[src/hdl/pat_pkg.sv]
// Shared types and constants for the PDU ack timeout tracker.
`timescale 1ns / 1ps

package pat_pkg;

  typedef enum logic [2:0] {
    ST_IDLE,
    ST_SCAN,
    ST_SEND,
    ST_UNTRK,
    ST_DRAIN
  } state_t;

  typedef enum logic {
    ALU_MATCH,
    ALU_AGE
  } alu_op_t;

  typedef struct packed {
    alu_op_t     op;
    logic [31:0] lhs;
    logic [31:0] rhs;
    logic [15:0] limit;
  } alu_req_t;

  typedef struct packed {
    logic [31:0] id;
    logic [15:0] cell_id;
    logic [2:0]  chan;
    logic [31:0] stamp;
  } entry_t;

  localparam logic [1:0] MODE_SEND  = 2'd0;
  localparam logic [1:0] MODE_ACK   = 2'd1;
  localparam logic [1:0] MODE_SWEEP = 2'd2;
  localparam logic [1:0] MODE_RSVD  = 2'd3;

  localparam logic [2:0] KIND_UNTRACKED = 3'd0;
  localparam logic [2:0] KIND_TRACKED   = 3'd1;
  localparam logic [2:0] KIND_DUP       = 3'd2;
  localparam logic [2:0] KIND_FULL      = 3'd3;
  localparam logic [2:0] KIND_TIMEOUT   = 3'd4;

  localparam logic [15:0] TTL_RESET = 16'd3000;

  localparam int MAX_RESULTS = 32;
  localparam int RW          = $clog2(MAX_RESULTS + 1);

endpackage

[src/hdl/pat_mem.sv]
// Entry store: one write port, one read port with registered read data.
`timescale 1ns / 1ps

module pat_mem #(
  parameter int DEPTH = 32
) (
  input  logic                       clk,
  input  logic                       we,
  input  logic [$clog2(DEPTH)-1:0]   waddr,
  input  pat_pkg::entry_t            wdata,
  input  logic                       re,
  input  logic [$clog2(DEPTH)-1:0]   raddr,
  output pat_pkg::entry_t            rdata
);
  import pat_pkg::*;

  entry_t mem [DEPTH];

  always_ff @(posedge clk) begin
    if (we) begin
      mem[waddr] <= wdata;
    end
  end

  always_ff @(posedge clk) begin
    if (re) begin
      rdata <= mem[raddr];
    end
  end

endmodule

[src/hdl/pat_alu.sv]
// Shared subtract-and-compare unit: id match or age-over-ttl test.
`timescale 1ns / 1ps

module pat_alu (
  input  pat_pkg::alu_req_t req,
  output logic              hit
);
  import pat_pkg::*;

  logic [31:0] diff;

  assign diff = req.lhs - req.rhs;

  always_comb begin
    case (req.op)
      ALU_MATCH: hit = (diff == 32'd0);
      ALU_AGE:   hit = (diff > {16'd0, req.limit});
      default:   hit = 1'b0;
    endcase
  end

endmodule

[src/hdl/pat_seq.sv]
// Sequencer: entry scan, valid bits, entry count and output register.
`timescale 1ns / 1ps

module pat_seq #(
  parameter int DEPTH = 32
) (
  input  logic                      clk,
  input  logic                      rst,
  input  logic                      in_valid,
  output logic                      in_stall,
  input  logic [1:0]                mode,
  input  logic [31:0]               pdu_id,
  input  logic [15:0]               cell_id,
  input  logic [2:0]                channel,
  input  logic [31:0]               now_ms,
  input  logic [15:0]               ttl,
  output logic                      mem_we,
  output logic [$clog2(DEPTH)-1:0]  mem_waddr,
  output pat_pkg::entry_t           mem_wdata,
  output logic                      mem_re,
  output logic [$clog2(DEPTH)-1:0]  mem_raddr,
  input  pat_pkg::entry_t           mem_rdata,
  output pat_pkg::alu_req_t         alu_req,
  input  logic                      alu_hit,
  output logic                      out_valid,
  input  logic                      out_stall,
  output logic [2:0]                kind,
  output logic [31:0]               fail_pdu_id,
  output logic [15:0]               fail_cell,
  output logic [2:0]                fail_channel,
  output logic                      last
);
  import pat_pkg::*;

  localparam int IW = $clog2(DEPTH);
  localparam int CW = $clog2(DEPTH + 1);

  state_t state, state_next;

  logic [1:0]  item_mode;
  logic [31:0] item_id;
  logic [15:0] item_cell;
  logic [2:0]  item_chan;
  logic [31:0] item_now;

  logic [IW-1:0]    idx, cmp_idx, free_idx;
  logic             idx_on, cmp_on, free_found, dup, ack_done;
  logic [DEPTH-1:0] vbit;
  logic [CW-1:0]    count;
  logic [RW-1:0]    n_cnt;
  entry_t           hold;
  logic             hold_v;

  logic        accept, out_free, scan_done, sweep_mode, full, hit, go, out_load;
  logic [2:0]  out_kind_next;
  entry_t      out_word_next;
  logic        out_last_next;

  assign accept     = in_valid && !in_stall;
  assign in_stall   = (state != ST_IDLE);
  assign out_free   = !out_valid || !out_stall;
  assign scan_done  = !idx_on && !cmp_on;
  assign sweep_mode = (item_mode == MODE_SWEEP);
  assign full       = (count == CW'(DEPTH));

  assign alu_req.op    = sweep_mode ? ALU_AGE : ALU_MATCH;
  assign alu_req.lhs   = sweep_mode ? item_now : mem_rdata.id;
  assign alu_req.rhs   = sweep_mode ? mem_rdata.stamp : item_id;
  assign alu_req.limit = ttl;

  always_comb begin
    hit = cmp_on && vbit[cmp_idx] && alu_hit;
    if (sweep_mode) begin
      hit = hit && (n_cnt < RW'(MAX_RESULTS));
    end else if (item_mode == MODE_ACK) begin
      hit = hit && !ack_done;
    end
  end

  assign mem_raddr         = idx;
  assign mem_waddr         = free_idx;
  assign mem_wdata.id      = item_id;
  assign mem_wdata.cell_id = item_cell;
  assign mem_wdata.chan    = item_chan;
  assign mem_wdata.stamp   = item_now;

  // next state
  always_comb begin
    state_next = state;
    case (state)
      ST_IDLE: begin
        if (accept) begin
          case (mode)
            MODE_SEND:  state_next = (pdu_id == 32'd0) ? ST_UNTRK : ST_SCAN;
            MODE_ACK:   state_next = (pdu_id == 32'd0) ? ST_IDLE : ST_SCAN;
            MODE_SWEEP: state_next = ST_SCAN;
            default:    state_next = ST_IDLE;
          endcase
        end
      end
      ST_SCAN: begin
        if (scan_done) begin
          case (item_mode)
            MODE_SEND:  state_next = ST_SEND;
            MODE_SWEEP: state_next = ST_DRAIN;
            default:    state_next = ST_IDLE;
          endcase
        end
      end
      ST_SEND:  if (out_free) state_next = ST_IDLE;
      ST_UNTRK: if (out_free) state_next = ST_IDLE;
      ST_DRAIN: if (!hold_v || out_free) state_next = ST_IDLE;
      default:  state_next = ST_IDLE;
    endcase
  end

  // control and result select
  always_comb begin
    go            = 1'b0;
    out_load      = 1'b0;
    mem_we        = 1'b0;
    out_kind_next = KIND_TIMEOUT;
    out_word_next = hold;
    out_last_next = 1'b0;
    case (state)
      ST_SCAN: begin
        go       = !(sweep_mode && hit && hold_v && !out_free);
        out_load = sweep_mode && hit && hold_v && out_free;
      end
      ST_SEND: begin
        out_load           = out_free;
        mem_we             = out_free && !dup && !full;
        out_word_next      = mem_wdata;
        out_last_next      = 1'b1;
        out_kind_next      = dup ? KIND_DUP : (full ? KIND_FULL : KIND_TRACKED);
      end
      ST_UNTRK: begin
        out_load      = out_free;
        out_word_next = mem_wdata;
        out_last_next = 1'b1;
        out_kind_next = KIND_UNTRACKED;
      end
      ST_DRAIN: begin
        out_load      = hold_v && out_free;
        out_last_next = 1'b1;
      end
      default: begin
        go = 1'b0;
      end
    endcase
  end

  assign mem_re = go && idx_on;

  always_ff @(posedge clk) begin
    if (rst) begin
      state      <= ST_IDLE;
      idx_on     <= 1'b0;
      cmp_on     <= 1'b0;
      free_found <= 1'b0;
      dup        <= 1'b0;
      ack_done   <= 1'b0;
      vbit       <= '0;
      count      <= '0;
      n_cnt      <= '0;
      hold_v     <= 1'b0;
      out_valid  <= 1'b0;
    end else begin
      state <= state_next;
      if (accept) begin
        idx_on     <= 1'b1;
        cmp_on     <= 1'b0;
        free_found <= 1'b0;
        dup        <= 1'b0;
        ack_done   <= 1'b0;
        n_cnt      <= '0;
      end else if (go) begin
        cmp_on <= idx_on;
        if (idx_on && idx == IW'(DEPTH - 1)) begin
          idx_on <= 1'b0;
        end
        if (hit) begin
          case (item_mode)
            MODE_SWEEP: begin
              vbit[cmp_idx] <= 1'b0;
              count         <= count - 1'b1;
              n_cnt         <= n_cnt + 1'b1;
              hold_v        <= 1'b1;
            end
            MODE_ACK: begin
              vbit[cmp_idx] <= 1'b0;
              count         <= count - 1'b1;
              ack_done      <= 1'b1;
            end
            default: dup <= 1'b1;
          endcase
        end
        if (cmp_on && !vbit[cmp_idx] && !free_found) begin
          free_found <= 1'b1;
        end
      end
      if (state == ST_DRAIN && out_load) begin
        hold_v <= 1'b0;
      end
      if (state == ST_SEND && out_free) begin
        if (dup || full) begin
          vbit  <= '0;
          count <= '0;
        end else begin
          vbit[free_idx] <= 1'b1;
          count          <= count + 1'b1;
        end
      end
      if (out_load) begin
        out_valid <= 1'b1;
      end else if (!out_stall) begin
        out_valid <= 1'b0;
      end
    end
  end

  // payload registers
  always_ff @(posedge clk) begin
    if (accept) begin
      item_mode <= mode;
      item_id   <= pdu_id;
      item_cell <= cell_id;
      item_chan <= channel;
      item_now  <= now_ms;
      idx       <= '0;
    end else if (go) begin
      cmp_idx <= idx;
      if (idx_on && idx != IW'(DEPTH - 1)) begin
        idx <= idx + 1'b1;
      end
      if (hit && sweep_mode) begin
        hold <= mem_rdata;
      end
      if (cmp_on && !vbit[cmp_idx] && !free_found) begin
        free_idx <= cmp_idx;
      end
    end
    if (out_load) begin
      kind         <= out_kind_next;
      fail_pdu_id  <= out_word_next.id;
      fail_cell    <= out_word_next.cell_id;
      fail_channel <= out_word_next.chan;
      last         <= out_last_next;
    end
  end

endmodule

[src/hdl/pdu_ack_timeout_tracker.sv]
// Usage:
//   Input channel (in_valid / in_stall) takes one word per item: mode, pdu_id,
//   cell_id, channel, now_ms. Mode 0 sends, 1 acks, 2 sweeps, 3 is ignored.
//   Output channel (out_valid / out_stall) gives kind, fail_pdu_id, fail_cell,
//   fail_channel and last; last marks the final word of an item. The user must write
//   ttl_ms via cfg_we / cfg_wdata only while idle; the block does not enforce this.
// Flow:
//   An untracked send (id zero) skips the scan and loads its word from the
//   ST_UNTRK state. A tracked send, an ack and a sweep each scan all DEPTH
//   entries through the single memory read port and the shared subtract/compare
//   unit, one entry per cycle unless a sweep pauses for a full output register.
//   A tracked send loads its word from ST_SEND once the scan ends; a sweep
//   ends in ST_DRAIN and an ack returns to idle. in_stall stays high until
//   the item is done. Mode 3 and an ack with id zero give no word.
// Stalls:
//   A sweep holds one expired entry back until the next one is found or the
//   scan ends (to set last). If out_stall keeps the output register full,
//   the scan pauses; nothing is dropped.
// Reset:
//   rst clears all valid bits, the entry count and out_valid; ttl_ms is 3000.
`timescale 1ns / 1ps

module pdu_ack_timeout_tracker #(
  parameter int DEPTH = 32
) (
  input  logic        clk,
  input  logic        rst,
  input  logic        in_valid,
  output logic        in_stall,
  input  logic [1:0]  mode,
  input  logic [31:0] pdu_id,
  input  logic [15:0] cell_id,
  input  logic [2:0]  channel,
  input  logic [31:0] now_ms,
  output logic        out_valid,
  input  logic        out_stall,
  output logic [2:0]  kind,
  output logic [31:0] fail_pdu_id,
  output logic [15:0] fail_cell,
  output logic [2:0]  fail_channel,
  output logic        last,
  input  logic        cfg_we,
  input  logic [15:0] cfg_wdata
);
  import pat_pkg::*;

  localparam int IW = $clog2(DEPTH);

  logic [15:0] ttl;
  logic        mem_we, mem_re, alu_hit;
  logic [IW-1:0] mem_waddr, mem_raddr;
  entry_t      mem_wdata, mem_rdata;
  alu_req_t    alu_req;

  always_ff @(posedge clk) begin
    if (rst) begin
      ttl <= TTL_RESET;
    end else if (cfg_we) begin
      ttl <= cfg_wdata;
    end
  end

  pat_mem #(.DEPTH(DEPTH)) u_mem (
    .clk   (clk),
    .we    (mem_we),
    .waddr (mem_waddr),
    .wdata (mem_wdata),
    .re    (mem_re),
    .raddr (mem_raddr),
    .rdata (mem_rdata)
  );

  pat_alu u_alu (
    .req (alu_req),
    .hit (alu_hit)
  );

  pat_seq #(.DEPTH(DEPTH)) u_seq (
    .clk          (clk),
    .rst          (rst),
    .in_valid     (in_valid),
    .in_stall     (in_stall),
    .mode         (mode),
    .pdu_id       (pdu_id),
    .cell_id      (cell_id),
    .channel      (channel),
    .now_ms       (now_ms),
    .ttl          (ttl),
    .mem_we       (mem_we),
    .mem_waddr    (mem_waddr),
    .mem_wdata    (mem_wdata),
    .mem_re       (mem_re),
    .mem_raddr    (mem_raddr),
    .mem_rdata    (mem_rdata),
    .alu_req      (alu_req),
    .alu_hit      (alu_hit),
    .out_valid    (out_valid),
    .out_stall    (out_stall),
    .kind         (kind),
    .fail_pdu_id  (fail_pdu_id),
    .fail_cell    (fail_cell),
    .fail_channel (fail_channel),
    .last         (last)
  );

endmodule

[config.mk]
export PLATFORM = sky130hd
export DESIGN_NAME = pdu_ack_timeout_tracker
export DESIGN_NICKNAME = d
export VERILOG_FILES = /design/src/hdl/pat_pkg.sv /design/src/hdl/pat_mem.sv /design/src/hdl/pat_alu.sv /design/src/hdl/pat_seq.sv /design/src/hdl/pdu_ack_timeout_tracker.sv
export SDC_FILE = /design/constraint.sdc
export NUM_CORES = 2
export LEC_CHECK = 0
export ABC_AREA = 1
export BUFFER_PORTS_ARGS = -buffer_cell sky130_fd_sc_hd__buf_2
export CAP_MARGIN = 20
export CORE_MARGIN = 1
export CORE_UTILIZATION = 63
export DETAILED_ROUTE_END_ITERATION = 12
export MAX_ROUTING_LAYER = met4
export PLACE_DENSITY_LB_ADDON = 0.3
export SYNTH_ARGS = -nofsm -noshare
export SYNTH_HDL_FRONTEND = slang
export SYNTH_SLANG_ARGS = --single-unit
[constraint.sdc]
create_clock -name clk -period 8.3 [get_ports clk]
set_input_delay 0.83 -clock clk [delete_from_list [all_inputs] [get_ports clk]]
set_output_delay 0.83 -clock clk [all_outputs]
set_load 0.01 [all_outputs]
* Word level (Yosys, flattened, before mapping) *
Memories as Yosys holds them, arrays and structs flattened. A register that Yosys moved wholly into a read port is not among the register bits.
Index checks and enable logic that the tools add are counted.

cells by class
  $add $sub $neg = 5
  order comparisons = 6
  equal/unequal tests = 17
  muxes and demuxes = 49
  bitwise operators = 6
  reductions and logical operators = 66

operators with widths
  cell                   number
  $mux W32               9
  $mux W83               1
  $logic_not A32 Y1      2
  $mux W6                6
  $and A32 B32 Y32       1
  $gt A32 B16 Y1         1
  $not A32 Y32           1
  $or A32 B32 Y32        1
  $sub A32 B32 Y32       1
  $logic_and A1 B1 Y1    22
  $mux W1                17
  $mux W3                5
  $reduce_and A3 Y1      5
  $logic_not A1 Y1       13
  $add A6 B1 Y6 const B  2
  $lt A5 B6 Y1 const B   2
  $pmux W3 S2            2
  $pmux W3 S4            1
  $reduce_and A4 Y1      3
  $demux W1 S5           2
  $ge A5 B1 Y1 const B   2
  $ne A2 B1 Y1 const B   5
  $reduce_bool A2 Y1     5
  $pmux W3 S3            1
  24 further kinds       39

storage, ports and cells
  flip-flop bits (word level) = 308
  bits in writable memories = 2656
  output and inout bits = 57
  logic and storage cells = 179
  memories kept = 1

memories
  memory     words  bits a word  rd ports  clocked after memory_dff  write ports  line           text
  u_mem.mem  32     83           1         1                         1            pat_mem.sv:17  entry_t mem [DEPTH];

* Logic depth before layout (Yosys ltp) *
  depth in word-level cells = 20
  mapped depth = 34
  gate-level depth less buffers = 31

* Modules after synthesis *
Synthesis repeated with hierarchy kept, for this count alone.

unflattened totals
  cells, all modules = 10891
  area total of the unflattened synthesis = 124745.9 um^2

by module, submodules not included
  module                   instances  cells each  area an instance (um^2)
  pat_mem                  1          8754        108714.3
  pat_seq                  1          1369        12070.3
  pat_alu                  1          680         3318.2
  pdu_ack_timeout_tracker  1          88          643.1

* Least setup slack after synthesis *
Ideal clock, no wire load.

  kind = register -> register
  start = register u_seq.item_mode[0]
  end = register u_seq.fail_cell[0] (enable)
  setup time = 0.937 ns
  arrival time = 5.639 ns
  required time = 7.363 ns
  setup slack = 1.725 ns
  stages on the path, launching flop included = 30
  period minus slack after synthesis = 6.575 ns
  cells stage by stage = edfxtp_1 inv_1 ha_1 inv_2 clkbuf_1 buf_1 nand2_1 nand2_1 ha_1 buf_2 a21oi_1 nand2_1 nand2_1 nand2_1 nand2_1 nand2_1 xor2_1 ha_1 nand2_1 inv_1 nand4_1 or4_1 a21oi_1 nand3_1 nand2_1 inv_2 nand2_1 nand2_1 nand4_1 o21ai_0

between the ends
  cells in the longest elaborated chain, start to end = 13

ends and longest elaborated chain
  what                                                 line                          text
  start, declared                                      pat_seq.sv:40                 logic [1:0] item_mode;
  start signal, assigned                               pat_seq.sv:225                item_mode <= mode;
  $eq A2 B2 Y1                                         pat_seq.sv:63                 assign sweep_mode = (item_mode == MODE_SWEEP);
  $mux W32, on equally long branches                   pat_seq.sv:67, pat_seq.sv:68
  $sub A32 B32 Y32                                     pat_alu.sv:12                 assign diff = req.lhs - req.rhs;
  $gt A32 B16 Y1 or $logic_not A32 Y1 (tied branches)  pat_alu.sv:17, pat_alu.sv:16
  $pmux W1 S2                                          pat_alu.sv:15                 case (req.op)
  $logic_and A1 B1 Y1                                  pat_seq.sv:72                 hit = cmp_on && vbit[cmp_idx] && alu_hit;
  $logic_and A1 B1 Y1                                  pat_seq.sv:76                 hit = hit && !ack_done;
  $mux W1                                              pat_seq.sv:75                 end else if (item_mode == MODE_ACK) begin
  $mux W1                                              pat_seq.sv:73                 if (sweep_mode) begin
  $logic_and A1 B1 Y1 * (3 in series)                  pat_seq.sv:128                out_load = sweep_mode && hit && hold_v && out_free;
  $pmux W1 S3 *                                        pat_seq.sv:125                case (state)
  named net u_seq.out_load                             pat_seq.sv:54                 logic accept, out_free, scan_done, sweep_mode, full, hit, go, out_load;
  end signal, assigned                                 pat_seq.sv:246                fail_cell <= out_word_next.cell_id;
  end, declared                                        pat_seq.sv:29                 output logic [15:0] fail_cell,

Mark *: on every way through the listed nets, which the timed path passes. The rest lies on a longest branch.
A chain may end at the register's enable or synchronous reset.

* Worst setup path in the final report *
  start = register u_seq.item_mode[0]
  end = register, netlist name u_mem.rdata[73]

between the ends
  cells in the longest elaborated chain, start to end = 15

ends and longest elaborated chain
  what                                                 line                           text
  $eq A2 B2 Y1                                         pat_seq.sv:63
  $mux W32, on equally long branches                   pat_seq.sv:67, pat_seq.sv:68
  $sub A32 B32 Y32                                     pat_alu.sv:12
  $gt A32 B16 Y1 or $logic_not A32 Y1 (tied branches)  pat_alu.sv:17, pat_alu.sv:16
  $pmux W1 S2                                          pat_alu.sv:15
  $logic_and A1 B1 Y1                                  pat_seq.sv:72
  $logic_and A1 B1 Y1                                  pat_seq.sv:76
  $mux W1                                              pat_seq.sv:75
  $mux W1                                              pat_seq.sv:73
  $logic_and A1 B1 Y1 * (3 in series)                  pat_seq.sv:127                 go = !(sweep_mode && hit && hold_v && !out_free);
  $logic_not A1 Y1 *                                   pat_seq.sv:127
  $mux W1 *                                            pat_seq.sv:125
  $logic_and A1 B1 Y1 *                                pat_seq.sv:153                 assign mem_re = go && idx_on;
  named net mem_re                                     pdu_ack_timeout_tracker.sv:50  logic mem_we, mem_re, alu_hit;

Marked as above.

==> results.toml <==
[outcome]
outcome = "finished, final reports clean"

[floorplanning]
die_area_um2 = 193000
dieWidth_um = 439
row_count = 160
die_h_um = 439
coreArea_um2 = 190000
start_util = 0.634
io-pin-count = 163

[sta]
final.setup_skew_ps = 79.5
slew_headroom = 0.227
final.min_clock_period_ps = 7400
finalMaxSlewViolations = 0
fmax_mhz = 135
finalWorstSetupSlack_ps = 901
timing.final.crit_share = 0.891
setup_tns_ps = 0
final-setup-viol-count = 0
finalHoldViolations = 0
worstMarginPinSlew_ps = 1160
rsz0062_at_grt = "false"

[global_routing]
grt_pass1_vias = 78500
antenna_found_initial = 13
grt_max_degree = 233
grt_pass1_wl_um = 517000
grt_overflow = 0
track_usage = 0.380

[synth]
netlist_area_um2 = 120000
synth_enable_flop_cells = 2940
ys_ff_latch = 3015
synth_nets = 9869
avgSynthCellArea_um2 = 12.4
ys_types = 51
async_reset_ff_frac = 0
netlist_instances = 9705
ys_warn_count = 0
ys_seq_area_frac = 0.745
ys.flop_type = "edfxtp_1"

[cts]
clk_pin_slew_ps = 60
tritoncts = "built"
cts_resized = 0
cts_buffers = 310
cts_max_level = 5
cts_root_buf = "clkbuf_16"
post_cts_hold_buffer_count = 9
cts_buffer_depth = 4
clock-sinks = 3015
cts_setup_buffers = 0
clk_latency_ps = 980

[critical_path]
crit_required_ps = 8850
crit_start = "u_seq.item_mode[0]"
rr_startpoint = "u_seq.item_mode[0]"
reg2reg_depth = 24
worst-setup-path-type = "flip-flop to flip-flop"
cp_max_fo = 83
end_kind = "flip-flop"
cp-start-kind = "flip-flop"
cp.arrival_ps = 7950

[detailed_routing]
detail_route.first_pass.iterations = 8
ant_nets = 0
drt_wl_total_um = 361000
drtIter0Drc = 15400
vias_per_cell = 6.73
wl_per_cell_um = 28.9
route.detailed.drc = 0
vias = 84000

[layout]
areaGrowthSynthToFinish_pct = 11.0
layout.nets = 9904
final_cell_area_um2 = 134000
n_fill_cell = 12200
drive_gt1_frac = 0.0820

[min_path]
min_path_cells = 1
hp-start = "now_ms[15]"
min_path_type = "input port to flip-flop"

[placement]
dp_hpwl_um = 179000
place_area_um2 = 124000
gp_congestion = 0.920
io_buffers = 162
place_ws_ps = 1160

[power]
powerDensity_nw_per_um2 = 261
p_total_mw = 34.9
ir_drop_v = 0.000215
total_leakage_power_nw = 45.8

[run]
drv_cap = 0
==> cells in the final DEF (no fill, tap or decap), types with 63 or more instances in the layout <==
cell,count
inv_1,332
nor2_1,1818
o22ai_1,799
clkbuf_16,317
nand3_1,104
clkbuf_1,63
clkinv_1,66
o21ai_0,1722
buf_4,133
edfxtp_1,2940
buf_2,162
nand2_1,930
a21oi_1,79
dfxtp_1,70
==> power by group <==
part / total, mW / switching (mW) / internal [mW]
Combinational: 4.18 / 3.04 / 1.14
Sequential: 17.5 / 0.292 / 17.2
Clock: 13.2 / 5.65 / 7.54
==> stage by stage <==
step	utilization	cells	hold WS (ps)
after detailed placement	0.653	11900	405
after floorplan	-	9705	400
after global placement	0.653	11900	404
after CTS	0.703	12500	0.968
final	0.704	12500	48.9
after global routing	0.704	12500	25.6
==> metal layers <==
layer | share of wire | track usage | routed length [µm]
met5 | 0 | - | 0
met4 | 0.052 | 0.176 | 18600
met1 | 0.36 | 0.516 | 129000
met2 | 0.45 | 0.553 | 161000
met3 | 0.14 | 0.0847 | 52200
==> flip-flops by register name, summed over array words and instances, names as in the netlist, 6 cells and up <==
signal / cells
u_seq.item_cell: 16
u_seq.item_now: 32
ttl: 16
u_seq.vbit: 32
u_seq.fail_pdu_id: 32
u_seq.fail_cell: 16
u_mem.mem: 2656
u_seq.item_id: 32
u_seq.hold: 51
u_seq.count: 6
u_seq.n_cnt: 6
u_mem.rdata: 83
==> logic make-up after synthesis <==
| family | share of synthesized area |
|---|---|
| xor gates and xnor gates | 0.00167 |
| buffers and inverters | 0.0307 |
| and+or+nand+nor | 0.0949 |
| AOI/OAI and AO/OA | 0.121 |
| muxes | 0.0000831 |
| DFF | 0.745 |
| adders and majority gates | 0.00609 |
==> critical path, stage by stage, from the launching register on <==
cell and delay, ps:
edfxtp_1 400, inv_1 130, ha_2 220, clkinv_2 400, buf_4 460, nand2_1 120
o21ai_0 100, ha_1 390, nand2_1 130, nor2_1 320, nand3_1 130, nand3_1 220
xor2_1 310, ha_1 170, nand2_1 60, inv_1 50, nand4_1 110, or4_1 410
a21oi_1 150, nand3_1 230, nand4_1 170, nand2_2 440, clkinv_2 600, nand2_1 240
inv_6 840
==> cell type report <==
| type | instances | area [µm²] | share of cell area |
|---|---|---|---|
| Antenna cell | 16 | 40.0 | 0.000299 |
| Multi-Input combinational cell | 5719 | 27300 | 0.204 |
| Tap cell | 2511 | 3140 | 0.0235 |
| Timing Repair Buffer | 343 | 2720 | 0.0203 |
| Clock buffer | 388 | 8280 | 0.0619 |
| Sequential cell | 3015 | 89800 | 0.672 |
| Clock inverter | 141 | 1110 | 0.00828 |
| Inverter | 351 | 1360 | 0.0102 |
==> final timing paths <==
kind	endpoint	slack [ps]
max reg2reg	u_mem.rdata[73]	900
min reg2reg	u_seq.hold[44]	420
min	u_seq.item_now[15]	50
max	u_mem.rdata[73]	900
==> cells in the mapped netlist (2+ instances only) <==
master,number,area [µm²]
a21oi_1,79,395
a22oi_1,10,75.1
inv_1,335,1260
nor3_2,2,20.0
nand2_1,930,3490
nand3_2,2,20.0
nor2_1,1851,6950
inv_2,9,33.8
nand2_4,2,22.5
buf_4,5,37.5
edfxtp_1,2940,88300
o21ai_0,1723,8620
nand4_1,18,113
buf_1,30,113
nor4_1,11,68.8
o31ai_1,4,30.0
or2_2,3,18.8
buf_6,2,22.5
nor2_2,5,31.3
o32ai_1,30,263
clkinv_1,6,22.5
o22ai_1,799,5000
xor2_1,18,158
or2_1,2,12.5
a31oi_1,24,150
nand2_2,5,31.3
a21o_1,2,15.0
buf_2,12,60.1
clkbuf_1,571,2140
ha_1,57,713
nor3_1,16,80.1
dfxtp_1,75,1500
nand3_1,104,521
xnor2_1,5,43.8
o211ai_1,2,15.0
Note: power is estimated with default switching activity, not from simulation.
